### config.mk
export PLATFORM = sky130hd
export DESIGN_NAME = dfog_table_gen
export DESIGN_NICKNAME = d
export VERILOG_FILES = /design/src/hdl/dfog_pkg.sv /design/src/hdl/dfog_table_gen.sv
export SDC_FILE = /design/constraint.sdc
export NUM_CORES = 2
export LEC_CHECK = 0
export ABC_AREA = 0
export ABC_CLOCK_PERIOD_IN_PS = 15660
export BUFFER_PORTS_ARGS = -buffer_cell sky130_fd_sc_hd__buf_2
export CAP_MARGIN = 40
export CORE_MARGIN = 2
export CORE_UTILIZATION = 60
export DETAILED_ROUTE_END_ITERATION = 10
export PLACE_DENSITY = 0.83
export SKIP_LAST_GASP = 1
export SLEW_MARGIN = 0
export SYNTH_ARGS = -nofsm -noshare
export SYNTH_HDL_FRONTEND = slang
export SYNTH_SLANG_ARGS = --single-unit
export TNS_END_PERCENT = 100
### constraint.sdc
create_clock -name clock -period 15.66 [get_ports clock]
set_input_delay 0.783 -clock clock [delete_from_list [all_inputs] [get_ports clock]]
set_output_delay 0.783 -clock clock [all_outputs]
set_load 0.02 [all_outputs]
### src/hdl/dfog_pkg.sv
// -----------------------------------------------------------------------------
// Depth fog package
// Shared types and constants for the depth fog blend and its fog table builder.
// -----------------------------------------------------------------------------
`default_nettype none

package dfog_pkg;

   localparam int DEPTH_W     = 8;
   localparam int TBL_DEPTH   = 256;
   localparam int DENSITY_W   = 16;
   localparam int PIXEL_W     = 32;
   localparam int COLOR_W     = 24;

   // Fixed point used by the exponent evaluation: unsigned Q2.62
   localparam int          Q_FRAC      = 62;
   localparam logic [63:0] Q62_ONE     = 64'h4000_0000_0000_0000;

   // 255 * 255: full-scale depth squared; the Q4.12 density scale folds into the shift
   localparam logic [16:0] DEPTH_SQ    = 17'd65025;
   // floor(2^76 / 65025), split into the two 32-bit multiplier operands
   localparam logic [31:0] ZRCP_LO     = 32'h5060_7080;
   localparam logic [31:0] ZRCP_HI     = 32'h1020_3040;

   localparam logic [4:0]  TAYLOR_TERMS = 5'd16;
   localparam logic [2:0]  SQUARINGS    = 3'd6;

   // Configuration register indexes
   localparam int CSR_IDX_W  = 2;
   localparam int CSR_DATA_W = 24;

   typedef enum logic [CSR_IDX_W-1:0] {
      CSR_FOG_ENABLE  = 2'd0,
      CSR_FOG_DENSITY = 2'd1,
      CSR_FOG_COLOR   = 2'd2
   } csr_index_type;

   // Fog table builder status and table write strobe
   typedef struct packed {
      logic               busy;
      logic               wr_en;
      logic [DEPTH_W-1:0] wr_addr;
   } tbl_ctl_type;

endpackage

`default_nettype wire

### src/hdl/dfog_table_gen.sv
// -----------------------------------------------------------------------------
// Depth fog table builder
// Sequencer that evaluates f = 1 - exp(-density * (depth/255)^2) for every
// depth code, chiefly on one shared 32x32 multiplier, and writes the fog table.
// -----------------------------------------------------------------------------
`default_nettype none

module dfog_table_gen #(
   parameter int FOG_FRAC_BITS = 16
) (
   input  logic                           clock,
   input  logic                           reset,
   input  logic                           rebuild,
   input  logic [dfog_pkg::DENSITY_W-1:0] density,
   output dfog_pkg::tbl_ctl_type          ctl,
   output logic [FOG_FRAC_BITS-1:0]       wr_data
);
   import dfog_pkg::*;

   localparam int          FQ_SHIFT  = Q_FRAC - FOG_FRAC_BITS;
   localparam logic [63:0] FQ_RND    = 64'd1 << (FQ_SHIFT - 1);
   localparam int          KDIV_BITS = 4;
   localparam logic [3:0]  KDIV_LAST = 4'(64 / KDIV_BITS - 1);
   localparam logic [2:0]  MUL_LAST  = 3'd5;

   typedef enum logic [3:0] {
      ST_IDLE,
      ST_SQ,
      ST_NUM,
      ST_ZLO,
      ST_ZHI,
      ST_ZFIX,
      ST_HMUL,
      ST_HDIV,
      ST_HACC,
      ST_SQR,
      ST_FQ
   } state_type;

   state_type            state_ff;
   logic [DEPTH_W-1:0]   dp_ff;
   logic [15:0]          sq_ff;
   logic [31:0]          num_ff;
   logic [63:0]          z_ff;
   logic [63:0]          acc_ff;
   logic [4:0]           k_ff;
   logic [2:0]           mstep_ff;
   logic [63:0]          pp_ff;
   logic [1:0]           pp_idx_ff;
   logic [127:0]         macc_ff;
   logic [63:0]          dq_ff;
   logic [3:0]           drem_ff;
   logic [3:0]           dcnt_ff;
   logic [2:0]           sqcnt_ff;

   logic [16:0]          zlow;
   logic [16:0]          zrem;
   logic [63:0]          dq_in;
   logic [3:0]           drem_in;
   logic [63:0]          mul_a;
   logic [31:0]          op_x;
   logic [31:0]          op_y;
   logic [63:0]          pp_in;
   logic [127:0]         pp_shifted;
   logic [127:0]         macc_in;
   logic [63:0]          f_frac;
   logic [63:0]          f_round;
   logic [FOG_FRAC_BITS:0] f_q;

   // The reciprocal quotient can fall one short; the low remainder bits show it
   assign zlow = z_ff[16:0] * DEPTH_SQ;
   assign zrem = 17'd0 - zlow;

   // Division by the Taylor index, four quotient bits a cycle
   always_comb begin : kdiv_step
      logic [4:0]  t;
      logic [3:0]  r;
      logic [63:0] q;
      r = drem_ff;
      q = dq_ff;
      for (int i = 0; i < KDIV_BITS; i++) begin
         t = {r, q[63]};
         q = {q[62:0], 1'b0};
         if (t >= k_ff) begin
            t    = t - k_ff;
            q[0] = 1'b1;
         end
         r = t[3:0];
      end
      dq_in   = q;
      drem_in = r;
   end

   // Shared multiplier: one 32x32 partial product a cycle into a 128-bit sum
   always_comb begin
      mul_a = (state_ff == ST_SQR) ? acc_ff : z_ff;
      case (mstep_ff[1:0])
         2'd0: begin
            op_x = mul_a[31:0];
            op_y = acc_ff[31:0];
         end
         2'd1: begin
            op_x = mul_a[31:0];
            op_y = acc_ff[63:32];
         end
         2'd2: begin
            op_x = mul_a[63:32];
            op_y = acc_ff[31:0];
         end
         default: begin
            op_x = mul_a[63:32];
            op_y = acc_ff[63:32];
         end
      endcase
      // depth scaling: num times the reciprocal of 65025, low half then high half
      if (state_ff == ST_ZLO) begin
         op_x = num_ff;
         op_y = ZRCP_LO;
      end else if (state_ff == ST_ZHI) begin
         op_x = num_ff;
         op_y = ZRCP_HI;
      end
      pp_in = 64'(op_x) * 64'(op_y);
      case (pp_idx_ff)
         2'd0:    pp_shifted = 128'(pp_ff);
         2'd1:    pp_shifted = 128'(pp_ff) << 32;
         2'd2:    pp_shifted = 128'(pp_ff) << 32;
         default: pp_shifted = 128'(pp_ff) << 64;
      endcase
      macc_in = macc_ff + pp_shifted;
   end

   // Round the fog factor to the table width and saturate below one
   assign f_frac  = Q62_ONE - acc_ff;
   assign f_round = f_frac + FQ_RND;
   assign f_q     = f_round[FQ_SHIFT +: FOG_FRAC_BITS + 1];
   assign wr_data = f_q[FOG_FRAC_BITS] ? {FOG_FRAC_BITS{1'b1}} : f_q[FOG_FRAC_BITS-1:0];

   always_ff @(posedge clock) begin
      if (reset || rebuild) begin
         state_ff <= ST_SQ;
         dp_ff    <= '0;
         mstep_ff <= '0;
      end else begin
         case (state_ff)
            ST_IDLE: begin
            end
            ST_SQ: begin
               sq_ff    <= 16'(dp_ff) * 16'(dp_ff);
               state_ff <= ST_NUM;
            end
            ST_NUM: begin
               num_ff   <= 32'(density) * 32'(sq_ff);
               state_ff <= ST_ZLO;
            end
            ST_ZLO: begin
               pp_ff    <= pp_in;
               state_ff <= ST_ZHI;
            end
            ST_ZHI: begin
               z_ff     <= pp_in + {32'd0, pp_ff[63:32]};
               state_ff <= ST_ZFIX;
            end
            ST_ZFIX: begin
               if (zrem >= DEPTH_SQ) begin
                  z_ff <= z_ff + 64'd1;
               end
               acc_ff   <= Q62_ONE;
               k_ff     <= TAYLOR_TERMS;
               mstep_ff <= '0;
               state_ff <= ST_HMUL;
            end
            ST_HMUL, ST_SQR: begin
               mstep_ff  <= mstep_ff + 3'd1;
               pp_ff     <= pp_in;
               pp_idx_ff <= mstep_ff[1:0];
               if (mstep_ff == 3'd0) begin
                  macc_ff <= '0;
               end else begin
                  macc_ff <= macc_in;
               end
               if (mstep_ff == MUL_LAST) begin
                  mstep_ff <= '0;
                  if (state_ff == ST_HMUL) begin
                     dq_ff    <= macc_ff[Q_FRAC +: 64];
                     drem_ff  <= '0;
                     dcnt_ff  <= '0;
                     state_ff <= ST_HDIV;
                  end else begin
                     acc_ff   <= macc_ff[Q_FRAC +: 64];
                     sqcnt_ff <= sqcnt_ff + 3'd1;
                     if (sqcnt_ff == SQUARINGS - 3'd1) begin
                        state_ff <= ST_FQ;
                     end
                  end
               end
            end
            ST_HDIV: begin
               dq_ff   <= dq_in;
               drem_ff <= drem_in;
               dcnt_ff <= dcnt_ff + 4'd1;
               if (dcnt_ff == KDIV_LAST) begin
                  state_ff <= ST_HACC;
               end
            end
            ST_HACC: begin
               acc_ff <= Q62_ONE - dq_ff;
               if (k_ff == 5'd1) begin
                  sqcnt_ff <= '0;
                  state_ff <= ST_SQR;
               end else begin
                  k_ff     <= k_ff - 5'd1;
                  state_ff <= ST_HMUL;
               end
            end
            ST_FQ: begin
               if (dp_ff == DEPTH_W'(TBL_DEPTH - 1)) begin
                  state_ff <= ST_IDLE;
               end else begin
                  dp_ff    <= dp_ff + DEPTH_W'(1);
                  state_ff <= ST_SQ;
               end
            end
            default: begin
               state_ff <= ST_IDLE;
            end
         endcase
      end
   end

   assign ctl.busy    = (state_ff != ST_IDLE);
   assign ctl.wr_en   = (state_ff == ST_FQ);
   assign ctl.wr_addr = dp_ff;

endmodule

`default_nettype wire

==> results.txt <==
Final Setup Violations: 0
Crit-path max cell delay: 0.79 ns
Main combinational cell family by area after synthesis: adder cells
Synthesized area per cell: 8.83 µm²
Critical path buffers and inverters: 6
Number of synthesized register bits: 462
TNS Setup: 0 ns
Unrepaired setup endpoints after global routing: false
# rows: 131
First-pass GRT wire length: 396 mm
Fin. max-slew vios: 0
Highest clock rate: 75.0 MHz
Crit path DAT: 13.74 ns
Fin area: 0.0810 mm²
CTS Buf Count: 54
Post-CTS Setup Repair Bufs: 0
Area grow syn2layout: 5.17%
Initial Utilization: 0.604
Synth area leader: fa_1
WP data required: 16.07 ns
Largest net degree at the start of global routing: 129
Post-Route Utilization: 0.635
Mapped Area: 0.0770 mm²
R2R setup slack: 2.33 ns
Initial antenna violation count: 27
Clock slew at reported path FFs: 0.07 ns
Most frequent cells in the layout: inv_1 (1,253), nand2_1 (1,164), fa_1 (1,130)
EDFF count, synth: 447
Die span in y: 362 µm
Area share of the largest cell type after synthesis: 0.294
Final hold slack: 0.463 ns
Vias: 65,100
Vias in the first global route: 65,400
Hpwl dp: 207 mm
PortBufs: 44
GRT Util Overall: 0.402
Average wire per standard cell: 25.5 µm
CP top delay family: adder cells
CP Class: reg -> reg
# DRC: 0
Clock buffer depth: 3
Uppermost layer routed: met5
Met3 Wirelength: 39.1 mm
Wl on met1: 97.0 mm
Final worst path period share: 0.851
Mux contribution to synthesized area: 0.0153
Fraction of the mapped netlist area in adder cells: 0.401
Routed vias/inst: 6.34
CP startpoint kind: flip-flop
Initial DRT Pass Iterations: 7
Drt total wl: 262 mm
Placer Congestion: 1.05
Min-Delay Path Class: in -> reg
Max_slew headroom: 0.283
Worst setup EP type: flip-flop
CTS Root Cell: clkbuf_16
Ports: 45
Cts-stage hold buffer count: 0
Post-Place Cell Area: 0.0791 mm²
Die area: 0.131 mm²
Async set or reset register ratio after synthesis: 0
Clk_skew: 0.0470 ns
Tightest Pin Transition: 1.08 ns
Placeable Area: 0.128 mm²
CP Max Fanout: 43
# resized after CTS: 0
Die width: 362 µm
Fin nets: 10,400
Clock Sinks: 462
Multi-input gate area: 0.0573 mm²
Yosys cell types: 101
Met2 WL: 109 mm
Filler Cells Inserted: 10,400
Grt total ovfl: 0
Area contributors post-synth: fa_1 (29%), edfxtp_1 (17%), ha_1 (11%)
Number of routed nets with antenna violations: 0
Seq/Total Area, Yosys: 0.178
Status: finished clean
Tmin final: 13.33 ns
Post-synthesis compound-gate area fraction: 0.101
Slowest CP cell: a21oi_1
Count of final hold-check violations: 0
CTS tree: done
Clock Latency Late Sink: 0.70 ns
Commonest non-fill, non-tap cell in the layout: inv_1
Post-synthesis cell count: 8,721
Most frequent CP cell: fa_1
1st-iter DRT viols: 8,475
Main flop type after synthesis: edfxtp_1
FF/Latch Area: 0.0137 mm²
Htree depth: 2
Simple-gate share of the synthesized area: 0.174
Layout cell share with drive strength beyond 1: 0.0494
Synth Net Count: 10,500
Warnings, synthesis: 0
Post-synthesis xor/xnor area fraction: 0.0495
Max-cap violation count: 0
## worst reg2reg max path, delay by kind of cell, from the launching register on
family / cells / cell delay, ns
flops: 1 / 0.50
buf+inv: 6 / 1.49
xor+xnor: 2 / 0.34
compound gates: 8 / 2.41
fa+ha+maj: 10 / 4.77
simple gates: 13 / 3.54
## state kept, by name, summed over array words and instances (netlist names)
signal and flops:
macc_ff 126, acc_ff 64, dq_ff 64, pp_ff 64
z_ff 64, num_ff 32, sq_ff 15, dp_ff 8
k_ff 5, dcnt_ff 4, drem_ff 4, state_ff 4
mstep_ff 3, sqcnt_ff 3, pp_idx_ff 2
## routing by layer
metal  GRT usage  up-vias
li1            -    27800
met1       0.535    31800
met2       0.582     4475
met3       0.140      963
met4       0.203       28
met5           0        -
## through the flow
step	instances	setup slack (ns)
5_1_grt	10300	1.68
6_report	10300	2.33
4_1_cts	10300	2.74
2_1_floorplan	8721	4.17
3_5_place_dp	10200	2.79
3_3_place_gp	10100	3.01
## cell type report
cell class | count | area share
Antenna cell | 12 | 0.000371
Inverter | 1253 | 0.0581
Timing Repair Buffer | 174 | 0.0163
Tap cell | 1662 | 0.0257
Clock buffer | 57 | 0.0168
Sequential cell | 462 | 0.169
Clock inverter | 43 | 0.00605
Multi-Input combinational cell | 6608 | 0.707
## logic make-up (layout without fill, tap and decap cells)
logic type,after synthesis,count (layout)
flip-flops,462,462
multiplexers,108,108
other,2,14
AO/OA/AOI/OAI,1251,1251
buffers and inverters,1651,1527
adder cells (fa/ha/maj),1789,1789
XOR/XNOR,435,435
AND/OR/NAND/NOR,3023,3023
## path summary, 6_finish.rpt
check | cells after the start | startpoint | end
setup / recovery | 39 | state_ff[0]$_SDFFE_PN1P_ | z_ff[62]$_DFFE_PP_
hold / removal | 3 | reset | state_ff[0]$_SDFFE_PN1P_
setup reg to reg | 39 | state_ff[0]$_SDFFE_PN1P_ | z_ff[62]$_DFFE_PP_
hold reg to reg | 2 | dq_ff[51]$_DFFE_PP_ | dq_ff[55]$_DFFE_PP_
## synth_stat cells, types with 10 or more instances
library cell,number
xor2_1,175
buf_1,26
a21o_1,170
a21oi_1,389
a211oi_1,24
nand3_1,102
and2_1,204
o21ai_1,10
nand4_1,86
a31oi_1,44
o21ai_0,323
xnor2_1,260
a31o_2,13
nor2_1,1027
nand2b_1,85
or4_1,14
nand2_1,1166
mux2_2,32
clkbuf_1,366
ha_1,659
or2_2,42
and3_1,54
nor2b_1,39
fa_1,1130
and4_1,10
a22o_1,55
mux2i_1,64
o21bai_1,56
dfxtp_1,15
o211ai_1,19
edfxtp_1,447
o21a_1,29
inv_1,1253
nor3_1,86
o31ai_1,17
or3_1,23
o31a_1,10
nor4_1,38
Power is left out: the tool's default activity adds up to more than one toggle a clock period on the data nets, which glitch-free logic cannot reach.
